$ cat src/rtl/xyse_pkg.sv
// shared constants, codes and control/status types for the step-edge executor
package xyse_pkg;

  // operations
  localparam logic [2:0] OP_ARM    = 3'd0;
  localparam logic [2:0] OP_START  = 3'd1;
  localparam logic [2:0] OP_PAUSE  = 3'd2;
  localparam logic [2:0] OP_RESUME = 3'd3;
  localparam logic [2:0] OP_CANCEL = 3'd4;
  localparam logic [2:0] OP_LIMIT  = 3'd5;
  localparam logic [2:0] OP_FAULT  = 3'd6;
  localparam logic [2:0] OP_TICK   = 3'd7;

  // run modes
  localparam logic [2:0] M_IDLE      = 3'd0;
  localparam logic [2:0] M_ARMED     = 3'd1;
  localparam logic [2:0] M_RUNNING   = 3'd2;
  localparam logic [2:0] M_PAUSED    = 3'd3;
  localparam logic [2:0] M_COMPLETED = 3'd4;
  localparam logic [2:0] M_CANCELED  = 3'd5;
  localparam logic [2:0] M_LIMIT     = 3'd6;
  localparam logic [2:0] M_FAULTED   = 3'd7;

  // pending controls
  localparam logic [2:0] P_NONE   = 3'd0;
  localparam logic [2:0] P_PAUSE  = 3'd1;
  localparam logic [2:0] P_CANCEL = 3'd2;
  localparam logic [2:0] P_XLIM   = 3'd3;
  localparam logic [2:0] P_YLIM   = 3'd4;
  localparam logic [2:0] P_FAULT  = 3'd5;

  // end reasons
  localparam logic [2:0] R_NONE     = 3'd0;
  localparam logic [2:0] R_COMPLETE = 3'd1;
  localparam logic [2:0] R_CANCEL   = 3'd2;
  localparam logic [2:0] R_XLIM     = 3'd3;
  localparam logic [2:0] R_YLIM     = 3'd4;
  localparam logic [2:0] R_FAULT    = 3'd5;

  // planner status
  localparam logic [1:0] PS_READY    = 2'd0;
  localparam logic [1:0] PS_COMPLETE = 2'd1;

  // result status codes
  localparam logic [3:0] ST_NONE      = 4'd0;
  localparam logic [3:0] ST_EDGE      = 4'd1;
  localparam logic [3:0] ST_COMPLETED = 4'd2;
  localparam logic [3:0] ST_CANCELED  = 4'd3;
  localparam logic [3:0] ST_LIMIT     = 4'd4;
  localparam logic [3:0] ST_FAULTED   = 4'd5;
  localparam logic [3:0] ST_CLEANUP   = 4'd6;
  localparam logic [3:0] ST_ALREADY   = 4'd7;
  localparam logic [3:0] ST_INVALID   = 4'd8;
  localparam logic [3:0] ST_STOPNOW   = 4'd9;
  localparam logic [3:0] ST_DEFERRED  = 4'd10;
  localparam logic [3:0] ST_BUSY      = 4'd11;
  localparam logic [3:0] ST_IMMEDIATE = 4'd12;
  localparam logic [3:0] ST_BADPLAN   = 4'd13;
  localparam logic [3:0] ST_READY     = 4'd14;

  // configuration register indexes
  localparam logic [1:0] CFG_X_TOTAL = 2'd0;
  localparam logic [1:0] CFG_Y_TOTAL = 2'd1;
  localparam logic [1:0] CFG_M_TOTAL = 2'd2;

  localparam int unsigned DW = 32;

  // controller to datapath
  typedef struct packed {
    logic load;
    logic div_start;
    logic div_sel_y;
    logic exec;
  } ctrl_cmd_t;

  // datapath to controller
  typedef struct packed {
    logic need_x;
    logic need_y;
    logic div_done;
    logic out_free;
  } dp_sts_t;

endpackage

$ cat src/rtl/xyse_div.sv
// iterative unsigned divider, one quotient bit per cycle
module xyse_div
  import xyse_pkg::*;
(
  input  logic          clk_i,
  input  logic          rst_ni,
  input  logic          start_i,
  input  logic [DW-1:0] dividend_i,
  input  logic [DW-1:0] divisor_i,
  output logic          done_o,
  output logic [DW-1:0] quo_o,
  output logic [DW-1:0] rem_o
);

  localparam int unsigned CW = $clog2(DW);

  logic          busy_q, busy_d, done_q, done_d;
  logic [CW-1:0] cnt_q, cnt_d;
  logic [DW-1:0] rem_q, rem_d, quo_q, quo_d, dvs_q, dvs_d;
  logic [DW:0]   sh;
  logic          ge;

  // shift-subtract step
  always_comb begin
    sh     = {rem_q, quo_q[DW-1]};
    ge     = (sh >= {1'b0, dvs_q});
    busy_d = busy_q;
    done_d = 1'b0;
    cnt_d  = cnt_q;
    rem_d  = rem_q;
    quo_d  = quo_q;
    dvs_d  = dvs_q;
    if (start_i) begin
      busy_d = 1'b1;
      cnt_d  = CW'(DW - 1);
      rem_d  = '0;
      quo_d  = dividend_i;
      dvs_d  = divisor_i;
    end else if (busy_q) begin
      rem_d = ge ? DW'(sh - {1'b0, dvs_q}) : sh[DW-1:0];
      quo_d = {quo_q[DW-2:0], ge};
      cnt_d = cnt_q - CW'(1);
      if (cnt_q == '0) begin
        busy_d = 1'b0;
        done_d = 1'b1;
      end
    end
  end

  // control registers
  always_ff @(posedge clk_i or negedge rst_ni) begin
    if (!rst_ni) begin
      busy_q <= 1'b0;
      done_q <= 1'b0;
      cnt_q  <= '0;
    end else begin
      busy_q <= busy_d;
      done_q <= done_d;
      cnt_q  <= cnt_d;
    end
  end

  // working registers
  always_ff @(posedge clk_i) begin
    rem_q <= rem_d;
    quo_q <= quo_d;
    dvs_q <= dvs_d;
  end

  assign done_o = done_q;
  assign quo_o  = quo_q;
  assign rem_o  = rem_q;

endmodule

$ cat src/rtl/xyse_ctrl.sv
// sequencing state machine: request capture, spacing divisions, execute
module xyse_ctrl
  import xyse_pkg::*;
(
  input  logic      clk_i,
  input  logic      rst_ni,
  input  logic      in_valid_i,
  output logic      in_stall_o,
  input  dp_sts_t   sts_i,
  output ctrl_cmd_t cmd_o
);

  localparam logic [2:0] S_IDLE  = 3'd0;
  localparam logic [2:0] S_XGO   = 3'd1;
  localparam logic [2:0] S_XWAIT = 3'd2;
  localparam logic [2:0] S_YGO   = 3'd3;
  localparam logic [2:0] S_YWAIT = 3'd4;
  localparam logic [2:0] S_EXEC  = 3'd5;

  logic [2:0] state_q, state_d;

  // next state and commands
  always_comb begin
    state_d        = state_q;
    cmd_o          = '0;
    case (state_q)
      S_IDLE: begin
        if (in_valid_i) begin
          cmd_o.load = 1'b1;
          state_d    = S_XGO;
        end
      end
      S_XGO: begin
        if (sts_i.need_x) begin
          cmd_o.div_start = 1'b1;
          state_d         = S_XWAIT;
        end else begin
          state_d = S_YGO;
        end
      end
      S_XWAIT: begin
        if (sts_i.div_done) state_d = S_YGO;
      end
      S_YGO: begin
        cmd_o.div_sel_y = 1'b1;
        if (sts_i.need_y) begin
          cmd_o.div_start = 1'b1;
          state_d         = S_YWAIT;
        end else begin
          state_d = S_EXEC;
        end
      end
      S_YWAIT: begin
        cmd_o.div_sel_y = 1'b1;
        if (sts_i.div_done) state_d = S_EXEC;
      end
      S_EXEC: begin
        if (sts_i.out_free) begin
          cmd_o.exec = 1'b1;
          state_d    = S_IDLE;
        end
      end
      default: state_d = S_IDLE;
    endcase
  end

  always_ff @(posedge clk_i or negedge rst_ni) begin
    if (!rst_ni) begin
      state_q <= S_IDLE;
    end else begin
      state_q <= state_d;
    end
  end

  assign in_stall_o = (state_q != S_IDLE);

endmodule

$ cat src/rtl/xyse_dp.sv
// datapath: run state, held event, spacing check and result register
module xyse_dp
  import xyse_pkg::*;
(
  input  logic          clk_i,
  input  logic          rst_ni,
  input  ctrl_cmd_t     cmd_i,
  output dp_sts_t       sts_o,
  input  logic          cfg_we_i,
  input  logic [1:0]    cfg_index_i,
  input  logic [DW-1:0] cfg_data_i,
  input  logic [2:0]    operation_i,
  input  logic          limit_axis_i,
  input  logic          init_x_high_i,
  input  logic          init_y_high_i,
  input  logic [1:0]    planner_status_i,
  input  logic [1:0]    event_mask_i,
  input  logic [DW-1:0] event_reload_i,
  input  logic [DW-1:0] event_master_index_i,
  output logic          out_valid_o,
  input  logic          out_stall_i,
  output logic [3:0]    status_code_o,
  output logic [1:0]    edge_mask_o,
  output logic [1:0]    rise_mask_o,
  output logic [1:0]    cleanup_mask_o,
  output logic [1:0]    spacing_flags_o,
  output logic [DW-1:0] reload_now_o,
  output logic [DW-1:0] reload_next_o,
  output logic          update_reload_o,
  output logic          stop_timer_o,
  output logic          signal_done_o,
  output logic [2:0]    run_state_o,
  output logic [2:0]    end_reason_o
);

  // configuration
  logic [DW-1:0] x_tot_q, y_tot_q, m_tot_q;
  // captured request
  logic [2:0]    op_q;
  logic          lax_q, ix_q, iy_q;
  logic [1:0]    pst_q, emask_q;
  logic [DW-1:0] ereload_q, eidx_q;
  // run state
  logic [2:0]    mode_q, mode_d, pend_q, pend_d, rsn_q, rsn_d;
  logic          xl_q, xl_d, yl_q, yl_d, xs_q, xs_d, ys_q, ys_d;
  logic [1:0]    hm_q, hm_d;
  logic [DW-1:0] hr_q, hr_d, hi_q, hi_d, xli_q, xli_d, yli_q, yli_d;
  logic          fx_q, fy_q;
  // result register
  logic          ov_q;
  logic [3:0]    st_q, st_d;
  logic [1:0]    em_q, em_d, rm_q, rm_d, cm_q, cm_d, sf_q, sf_d;
  logic [DW-1:0] rn_q, rn_d, rx_q, rx_d;
  logic          ur_q, ur_d, stp_q, stp_d, dn_q, dn_d;

  // divider
  logic          dv_done;
  logic [DW-1:0] dv_quo, dv_rem, gap;
  logic [DW:0]   hi_bound;
  logic          bad;

  function automatic logic [1:0] prio(input logic [2:0] p);
    case (p)
      P_FAULT:        prio = 2'd3;
      P_XLIM, P_YLIM: prio = 2'd2;
      P_CANCEL:       prio = 2'd1;
      default:        prio = 2'd0;
    endcase
  endfunction

  function automatic logic [2:0] term_mode(input logic [2:0] p);
    case (p)
      P_CANCEL:       term_mode = M_CANCELED;
      P_XLIM, P_YLIM: term_mode = M_LIMIT;
      default:        term_mode = M_FAULTED;
    endcase
  endfunction

  function automatic logic [2:0] term_reason(input logic [2:0] p);
    case (p)
      P_CANCEL: term_reason = R_CANCEL;
      P_XLIM:   term_reason = R_XLIM;
      P_YLIM:   term_reason = R_YLIM;
      default:  term_reason = R_FAULT;
    endcase
  endfunction

  function automatic logic [3:0] term_status(input logic [2:0] p);
    case (p)
      P_CANCEL:       term_status = ST_CANCELED;
      P_XLIM, P_YLIM: term_status = ST_LIMIT;
      default:        term_status = ST_FAULTED;
    endcase
  endfunction

  xyse_div u_div (
    .clk_i      (clk_i),
    .rst_ni     (rst_ni),
    .start_i    (cmd_i.div_start),
    .dividend_i (m_tot_q),
    .divisor_i  (cmd_i.div_sel_y ? y_tot_q : x_tot_q),
    .done_o     (dv_done),
    .quo_o      (dv_quo),
    .rem_o      (dv_rem)
  );

  // gap since the axis's last edge, checked against floor and ceil of master/axis
  assign gap      = hi_q - (cmd_i.div_sel_y ? yli_q : xli_q);
  assign hi_bound = {1'b0, dv_quo} + {{DW{1'b0}}, (dv_rem != '0)};
  assign bad      = (gap < dv_quo) || ({1'b0, gap} > hi_bound);

  // status towards the controller
  always_comb begin
    sts_o.need_x   = (op_q == OP_TICK) && (mode_q == M_RUNNING) && (pend_q == P_NONE)
                     && hm_q[0] && (x_tot_q != '0) && xs_q;
    sts_o.need_y   = (op_q == OP_TICK) && (mode_q == M_RUNNING) && (pend_q == P_NONE)
                     && hm_q[1] && (y_tot_q != '0) && ys_q;
    sts_o.div_done = dv_done;
    sts_o.out_free = !ov_q || !out_stall_i;
  end

  // request execution
  always_comb begin
    logic [2:0] req;
    logic       act, blk;
    logic [1:0] lv;
    mode_d = mode_q; pend_d = pend_q; rsn_d = rsn_q;
    xl_d = xl_q; yl_d = yl_q; hm_d = hm_q; hr_d = hr_q; hi_d = hi_q;
    xs_d = xs_q; ys_d = ys_q; xli_d = xli_q; yli_d = yli_q;
    st_d = ST_NONE; em_d = '0; rm_d = '0; cm_d = '0; sf_d = '0;
    rn_d = '0; rx_d = '0; ur_d = 1'b0; stp_d = 1'b0; dn_d = 1'b0;
    act = (mode_q == M_ARMED) || (mode_q == M_RUNNING) || (mode_q == M_PAUSED);
    req = P_PAUSE;
    blk = 1'b0;
    lv  = '0;
    case (op_q)
      OP_ARM: begin
        if (act) begin
          st_d = ST_BUSY;
        end else begin
          mode_d = M_IDLE; pend_d = P_NONE; rsn_d = R_NONE;
          hm_d = '0; hr_d = '0; hi_d = '0;
          xs_d = 1'b0; ys_d = 1'b0; xli_d = '0; yli_d = '0;
          xl_d = ix_q; yl_d = iy_q;
          if (pst_q == PS_COMPLETE) begin
            mode_d = M_COMPLETED; rsn_d = R_COMPLETE; st_d = ST_IMMEDIATE;
          end else if (pst_q != PS_READY) begin
            xl_d = 1'b0; yl_d = 1'b0; st_d = ST_BADPLAN;
          end else begin
            hm_d = emask_q; hr_d = ereload_q; hi_d = eidx_q;
            mode_d = M_ARMED; st_d = ST_READY;
          end
        end
      end
      OP_START, OP_RESUME: begin
        if (mode_q == M_RUNNING) begin
          st_d = ST_ALREADY;
        end else if (mode_q != ((op_q == OP_START) ? M_ARMED : M_PAUSED)) begin
          st_d = ST_INVALID;
        end else begin
          mode_d = M_RUNNING; st_d = ST_DEFERRED;
        end
      end
      OP_PAUSE, OP_CANCEL, OP_LIMIT: begin
        if (op_q == OP_CANCEL) req = P_CANCEL;
        else if (op_q == OP_LIMIT) req = lax_q ? P_YLIM : P_XLIM;
        blk = (pend_q != P_NONE) && ((prio(pend_q) > prio(req)) ||
              ((prio(pend_q) == prio(req)) && (pend_q != P_PAUSE)));
        if (mode_q >= M_COMPLETED) begin
          st_d = ST_ALREADY;
        end else if (!act) begin
          st_d = ST_INVALID;
        end else if (blk) begin
          st_d = ST_ALREADY;
        end else if (req == P_PAUSE) begin
          if (mode_q == M_PAUSED) begin
            st_d = ST_ALREADY;
          end else begin
            pend_d = P_NONE; mode_d = M_PAUSED; st_d = ST_STOPNOW;
          end
        end else if (xl_q || yl_q) begin
          pend_d = req;
          if (mode_q == M_PAUSED || mode_q == M_ARMED) mode_d = M_RUNNING;
          st_d = ST_DEFERRED;
        end else begin
          pend_d = P_NONE; mode_d = term_mode(req); rsn_d = term_reason(req);
          st_d = ST_STOPNOW;
        end
      end
      OP_FAULT: begin
        if (act) begin
          if (xl_q || yl_q) begin
            pend_d = P_FAULT; mode_d = M_RUNNING; st_d = ST_CLEANUP;
          end else begin
            pend_d = P_NONE; mode_d = M_FAULTED; rsn_d = R_FAULT;
            st_d = ST_FAULTED; stp_d = 1'b1; dn_d = 1'b1;
          end
        end
      end
      default: begin
        // timer tick
        if (mode_q == M_RUNNING) begin
          if (pend_q != P_NONE) begin
            lv = {yl_q, xl_q};
            if (lv != '0) begin
              rn_d = hr_q; cm_d = lv; em_d = lv;
            end
            xl_d = 1'b0; yl_d = 1'b0;
            pend_d = P_NONE; mode_d = term_mode(pend_q); rsn_d = term_reason(pend_q);
            st_d = term_status(pend_q); stp_d = 1'b1; dn_d = 1'b1;
          end else begin
            st_d = ST_EDGE; rn_d = hr_q; em_d = hm_q;
            xl_d = xl_q ^ hm_q[0];
            yl_d = yl_q ^ hm_q[1];
            rm_d = {hm_q[1] & yl_d, hm_q[0] & xl_d};
            if (hm_q[0] && (x_tot_q != '0)) begin
              sf_d[0] = xs_q & fx_q; xli_d = hi_q; xs_d = 1'b1;
            end
            if (hm_q[1] && (y_tot_q != '0)) begin
              sf_d[1] = ys_q & fy_q; yli_d = hi_q; ys_d = 1'b1;
            end
            if (pst_q[1]) begin
              if (xl_d || yl_d) begin
                pend_d = P_FAULT; st_d = ST_CLEANUP;
              end else begin
                pend_d = P_NONE; mode_d = M_FAULTED; rsn_d = R_FAULT;
                st_d = ST_FAULTED; stp_d = 1'b1; dn_d = 1'b1;
              end
            end else if (pst_q == PS_COMPLETE) begin
              pend_d = P_NONE; mode_d = M_COMPLETED; rsn_d = R_COMPLETE;
              st_d = ST_COMPLETED; stp_d = 1'b1; dn_d = 1'b1;
            end else begin
              hm_d = emask_q; hr_d = ereload_q; hi_d = eidx_q;
              rx_d = ereload_q; ur_d = 1'b1;
            end
          end
        end
      end
    endcase
  end

  // control state
  always_ff @(posedge clk_i or negedge rst_ni) begin
    if (!rst_ni) begin
      x_tot_q <= '0; y_tot_q <= '0; m_tot_q <= '0;
      mode_q <= M_IDLE; pend_q <= P_NONE; rsn_q <= R_NONE;
      xl_q <= 1'b0; yl_q <= 1'b0; xs_q <= 1'b0; ys_q <= 1'b0;
      hm_q <= '0; hr_q <= '0; hi_q <= '0; xli_q <= '0; yli_q <= '0;
      ov_q <= 1'b0;
    end else begin
      if (cfg_we_i) begin
        case (cfg_index_i)
          CFG_X_TOTAL: x_tot_q <= cfg_data_i;
          CFG_Y_TOTAL: y_tot_q <= cfg_data_i;
          CFG_M_TOTAL: m_tot_q <= cfg_data_i;
          default: ;
        endcase
      end
      if (cmd_i.exec) begin
        mode_q <= mode_d; pend_q <= pend_d; rsn_q <= rsn_d;
        xl_q <= xl_d; yl_q <= yl_d; xs_q <= xs_d; ys_q <= ys_d;
        hm_q <= hm_d; hr_q <= hr_d; hi_q <= hi_d; xli_q <= xli_d; yli_q <= yli_d;
      end
      if (cmd_i.exec) ov_q <= 1'b1;
      else if (!out_stall_i) ov_q <= 1'b0;
    end
  end

  // request capture, spacing flags and result payload
  always_ff @(posedge clk_i) begin
    if (cmd_i.load) begin
      op_q <= operation_i; lax_q <= limit_axis_i;
      ix_q <= init_x_high_i; iy_q <= init_y_high_i;
      pst_q <= planner_status_i; emask_q <= event_mask_i;
      ereload_q <= event_reload_i; eidx_q <= event_master_index_i;
      fx_q <= 1'b0; fy_q <= 1'b0;
    end else if (dv_done) begin
      if (cmd_i.div_sel_y) fy_q <= bad;
      else fx_q <= bad;
    end
    if (cmd_i.exec) begin
      st_q <= st_d; em_q <= em_d; rm_q <= rm_d; cm_q <= cm_d; sf_q <= sf_d;
      rn_q <= rn_d; rx_q <= rx_d; ur_q <= ur_d; stp_q <= stp_d; dn_q <= dn_d;
    end
  end

  assign out_valid_o     = ov_q;
  assign status_code_o   = st_q;
  assign edge_mask_o     = em_q;
  assign rise_mask_o     = rm_q;
  assign cleanup_mask_o  = cm_q;
  assign spacing_flags_o = sf_q;
  assign reload_now_o    = rn_q;
  assign reload_next_o   = rx_q;
  assign update_reload_o = ur_q;
  assign stop_timer_o    = stp_q;
  assign signal_done_o   = dn_q;
  assign run_state_o     = mode_q;
  assign end_reason_o    = rsn_q;

endmodule

$ cat src/rtl/xy_step_edge_executor.sv
// top level of the two-axis step-edge executor
// flow: a request goes through states XGO, YGO and EXEC, then its result is
// registered; a tick that checks spacing adds a division per checked axis on the
// shared bit-serial divider. One request at a time: the input stalls until the
// result is registered, and EXEC waits while the last result is stalled
// reset: asynchronous active low, run state idle, step levels low, state regs zero
module xy_step_edge_executor
  import xyse_pkg::*;
(
  input  logic          clk_i,
  input  logic          rst_ni,
  input  logic          cfg_valid_i,
  output logic          cfg_ready_o,
  input  logic [1:0]    cfg_index_i,
  input  logic [DW-1:0] cfg_data_i,
  input  logic          in_valid_i,
  output logic          in_stall_o,
  input  logic [2:0]    operation_i,
  input  logic          limit_axis_i,
  input  logic          init_x_high_i,
  input  logic          init_y_high_i,
  input  logic [1:0]    planner_status_i,
  input  logic [1:0]    event_mask_i,
  input  logic [DW-1:0] event_reload_i,
  input  logic [DW-1:0] event_master_index_i,
  output logic          out_valid_o,
  input  logic          out_stall_i,
  output logic [3:0]    status_code_o,
  output logic [1:0]    edge_mask_o,
  output logic [1:0]    rise_mask_o,
  output logic [1:0]    cleanup_mask_o,
  output logic [1:0]    spacing_flags_o,
  output logic [DW-1:0] reload_now_o,
  output logic [DW-1:0] reload_next_o,
  output logic          update_reload_o,
  output logic          stop_timer_o,
  output logic          signal_done_o,
  output logic [2:0]    run_state_o,
  output logic [2:0]    end_reason_o
);

  ctrl_cmd_t cmd;
  dp_sts_t   sts;

  assign cfg_ready_o = 1'b1;

  xyse_ctrl u_ctrl (
    .clk_i      (clk_i),
    .rst_ni     (rst_ni),
    .in_valid_i (in_valid_i),
    .in_stall_o (in_stall_o),
    .sts_i      (sts),
    .cmd_o      (cmd)
  );

  xyse_dp u_dp (
    .clk_i                (clk_i),
    .rst_ni               (rst_ni),
    .cmd_i                (cmd),
    .sts_o                (sts),
    .cfg_we_i             (cfg_valid_i),
    .cfg_index_i          (cfg_index_i),
    .cfg_data_i           (cfg_data_i),
    .operation_i          (operation_i),
    .limit_axis_i         (limit_axis_i),
    .init_x_high_i        (init_x_high_i),
    .init_y_high_i        (init_y_high_i),
    .planner_status_i     (planner_status_i),
    .event_mask_i         (event_mask_i),
    .event_reload_i       (event_reload_i),
    .event_master_index_i (event_master_index_i),
    .out_valid_o          (out_valid_o),
    .out_stall_i          (out_stall_i),
    .status_code_o        (status_code_o),
    .edge_mask_o          (edge_mask_o),
    .rise_mask_o          (rise_mask_o),
    .cleanup_mask_o       (cleanup_mask_o),
    .spacing_flags_o      (spacing_flags_o),
    .reload_now_o         (reload_now_o),
    .reload_next_o        (reload_next_o),
    .update_reload_o      (update_reload_o),
    .stop_timer_o         (stop_timer_o),
    .signal_done_o        (signal_done_o),
    .run_state_o          (run_state_o),
    .end_reason_o         (end_reason_o)
  );

endmodule
$ cat config.mk
export PLATFORM = sky130hd
export DESIGN_NAME = xy_step_edge_executor
export DESIGN_NICKNAME = d
export VERILOG_FILES = /design/src/rtl/xyse_pkg.sv /design/src/rtl/xyse_div.sv /design/src/rtl/xyse_ctrl.sv /design/src/rtl/xyse_dp.sv /design/src/rtl/xy_step_edge_executor.sv
export SDC_FILE = /design/constraint.sdc
export NUM_CORES = 1
export LEC_CHECK = 0
export ABC_AREA = 1
export BUFFER_PORTS_ARGS = -buffer_cell sky130_fd_sc_hd__buf_2
export CAP_MARGIN = 0
export CORE_UTILIZATION = 50
export DETAILED_ROUTE_END_ITERATION = 7
export HOLD_SLACK_MARGIN = 0.06
export PLACE_DENSITY_LB_ADDON = 0.1
export SYNTH_ARGS = -nofsm -noshare
export SYNTH_HDL_FRONTEND = slang
export SYNTH_SLANG_ARGS = --single-unit
$ cat constraint.sdc
create_clock -name clk_i -period 12.95 [get_ports clk_i]
set_clock_uncertainty 0.1 [all_clocks]
set_input_delay 3.885 -clock clk_i [delete_from_list [all_inputs] [get_ports clk_i]]
set_output_delay 3.885 -clock clk_i [all_outputs]
set_load 0.01 [all_outputs]
==> flow_metrics.tcl <==
set metrics [dict create \
    grt_antenna_before_repair 0 \
    hpwl_um 51700 \
    dieWidth_um 233 \
    clock.fmax_mhz 173 \
    drc 0 \
    pre_cts_ws_ns 6.55 \
    p_leak_nw 14.9 \
    finalHoldViolCount 0 \
    grt_pass1_vias 20600 \
    worst_path_largest_cell_delay_ns 0.79 \
    io_pins 201 \
    finalWorstSetupSlack_ns 7.18 \
    ctsRootBufferMaster "clkbuf_16" \
    design.core.area_um2 52600 \
    setup_viol 0 \
    rsz0062_at_grt "no" \
    synth_cells 3064 \
    power.density_nw_per_um2 116 \
    diodes 0 \
    htreeDepth 2 \
    area_growth_pct 12.6 \
    cp_top_family "simple AND/OR/NAND/NOR gates" \
    wirelength_um 70800 \
    cts.clk_slew.worst_paths_ns 0.06 \
    grt_max_degree 107 \
    row_count 84 \
    cts_tree "done" \
    ant_nets 0 \
    io_buffers 199 \
    post-cts-setup-buffer-count 0 \
    ys_ff_latch 500 \
    post-route-period-util 0.446 \
    initial_utilization 0.506 \
    worstPathCellList "buf_2 -> nand2_1 -> nand2_1 -> nor2_2 -> nand2_1 -> inv_2 -> nand2_2 -> inv_4 -> nand2_1 -> o22ai_1" \
    synth_edf_count 216 \
    cp-start-kind "input pin" \
    clock_sinks 500 \
    yosysUniqueCellTypes 58 \
    ir_drop_uv 108 \
    wire_per_inst_um 17.8 \
    seq_area_frac_synth 0.505 \
    crit_top_cell "nand2_1" \
    hold_class "register to register" \
    ys_async_sr_fraction 0.500 \
    cp.required_ns 13.35 \
    gr-total-overflow 0 \
    cts-resized-gates 0 \
    cp.arrival_ns 6.18 \
    dieArea_um2 54100 \
    min_period_ns 5.77 \
    synth_nets 3313 \
    synthFlopType "dfrtp_1" \
    clock_latency_ns 0.62 \
    status "finished clean" \
    worstMarginPinSlew_ns 1.20 \
    dr.pass1.iters 7 \
    maxCapViolCount 0 \
    die-height_um 233 \
    grt_pass1_wl_um 111000 \
    slew_headroom 0.199 \
    syn-mean-instance-area_um2 8.68 \
    crit_slowest_cell "nand2_1" \
    cts_hold_buf 0 \
    vias 21400 \
    syn_area_um2 26600 \
    nNetsFinal 3485 \
    end_kind "register" \
    grt_util_all_layers 0.263 \
    slew_violations 0 \
    gp_congestion 0.917 \
    critPathKind "input pin to register" \
    drive_gt1_frac 0.119 \
    crit_fanout 36 \
    path_buf_inv 3 \
    drt-initial-drc-count 1426 \
    yosys_warnings 0 \
    vias_per_cell 5.40 \
    clock_path_buffers 3 \
    numCtsBuffers 53 \
    fin_setup_tns_ns 0 \
]
-- layer usage --
metal	track usage	routed length, um
met5	0	0
met4	0.0792	1780
met3	0.0479	4300
met2	0.423	32400
met1	0.359	32400
-- report_power, final --
group / leakage, nW / total (mW) / internal, mW / switching (mW)
combinational: 8.69 / 0.114 / 0.0427 / 0.0713
clock: 0.912 / 1.62 / 0.970 / 0.655
sequential: 5.27 / 1.74 / 1.70 / 0.0387
-- synth_stat cells, drive strengths merged, types with 3 or more instances --
cell / number / share of area
nor2: 248 / 0.037
o21bai: 3 / 0.00085
a21oi: 123 / 0.023
o21a: 7 / 0.0020
o22ai: 35 / 0.0082
a31oi: 5 / 0.0012
nand3: 179 / 0.034
nand4: 36 / 0.0087
ha: 134 / 0.063
inv: 408 / 0.058
xor2: 49 / 0.016
nor3: 70 / 0.013
nand3b: 12 / 0.0034
dfrtp: 250 / 0.24
nor4: 23 / 0.0054
o31ai: 3 / 0.00085
mux2i: 30 / 0.011
dfxtp: 34 / 0.026
nand2: 720 / 0.10
edfxtp: 216 / 0.24
buf: 57 / 0.015
a211oi: 5 / 0.0014
o211ai: 6 / 0.0017
a21o: 5 / 0.0014
o21ai: 322 / 0.065
clkbuf: 42 / 0.0059
xnor2: 24 / 0.0079
-- final timing paths --
kind / startpoint / end / slack (ns) / cells past startpoint
max reg2reg: u_ctrl.state_q[1]$_DFFE_PN0P_ / u_dp.fy_q$_SDFFE_PP0P_ / 7.20 / 27
max in group asynchronous: rst_ni / u_dp.hr_q[13]$_DFFE_PN0P_ / 7.95 / 2
min reg2reg: u_dp.u_div.rem_o[0]$_SDFFE_PP0P_ / u_dp.u_div.rem_o[0]$_SDFFE_PP0P_ / 0.37 / 2
min in group asynchronous: rst_ni / u_dp.m_tot_q[7]$_DFFE_PN0P_ / 3.24 / 1
min: u_dp.u_div.rem_o[0]$_SDFFE_PP0P_ / u_dp.u_div.rem_o[0]$_SDFFE_PP0P_ / 0.37 / 2
max: out_stall_i / u_dp.hr_q[14]$_DFFE_PN0P_ / 7.18 / 10
-- placed cells by master, fill, tap and decap left out, types with 9 or more instances in the layout --
cell type	netlist	layout
dfxtp_1	34	34
nor2_1	237	235
nand3_1	177	176
nand3b_1	12	12
nor3_1	70	69
nor4_1	23	23
edfxtp_1	216	216
buf_2	31	198
clkbuf_16	0	56
ha_1	134	134
inv_1	399	397
xnor2_1	24	24
xor2_1	49	49
a21oi_1	123	122
nor2_2	8	9
mux2i_1	30	30
buf_4	11	17
nand4_1	35	35
nand2_2	26	30
nand2_1	692	688
dfrtp_1	250	250
inv_2	8	9
o21ai_2	28	27
clkinv_1	2	11
o22ai_1	35	35
o21ai_0	261	261
o21ai_1	33	33
-- per-stage QoR --
| stage | cells | util | hold WS [ns] | cell area, um^2 | total power, mW |
|---|---|---|---|---|---|
| floorplan | 3064 | - | 0.346 | 26600 | 1.82 |
| global placement | 3869 | 0.534 | 0.360 | 28100 | 1.88 |
| detailed placement | 3869 | 0.534 | 0.362 | 28100 | 1.88 |
| CTS | 3969 | 0.570 | 0.372 | 30000 | 3.52 |
| global route | 3969 | 0.570 | 0.393 | 30000 | 3.59 |
| finish | 3969 | 0.570 | 0.373 | 30000 | 3.48 |
-- cell families after synthesis --
family          count (synthesis)  share of synthesized area
compound gates                523                      0.108
xor+xnor                       73                     0.0240
fa+ha+maj                     136                     0.0646
buf+inv                       509                     0.0794
flops                         500                      0.505
mux                            30                     0.0113
other cells                     1                   0.000141
simple gates                 1292                      0.208
-- area by class of cell --
| class | count | area [um^2] |
|---|---|---|
| Sequential cell | 500 | 13400 |
| Fill cell | 4895 | 22600 |
| Inverter | 410 | 1540 |
| Multi-Input combinational cell | 2055 | 11100 |
| Clock inverter | 31 | 367 |
| Tap cell | 688 | 861 |
| Clock buffer | 69 | 1520 |
| Timing Repair Buffer | 216 | 1130 |
-- worst register-to-register path: cells and delay by family (launching register included) --
family,cells,cell delay (ns)
flip-flops,1,0.41
AND/OR/NAND/NOR,12,1.69
AO/OA/AOI/OAI,6,1.39
buffers and inverters,6,1.23
adder cells (fa/ha/maj),2,0.52
XOR/XNOR,1,0.33
No activity file was read; power rests on OpenSTA's default activity.
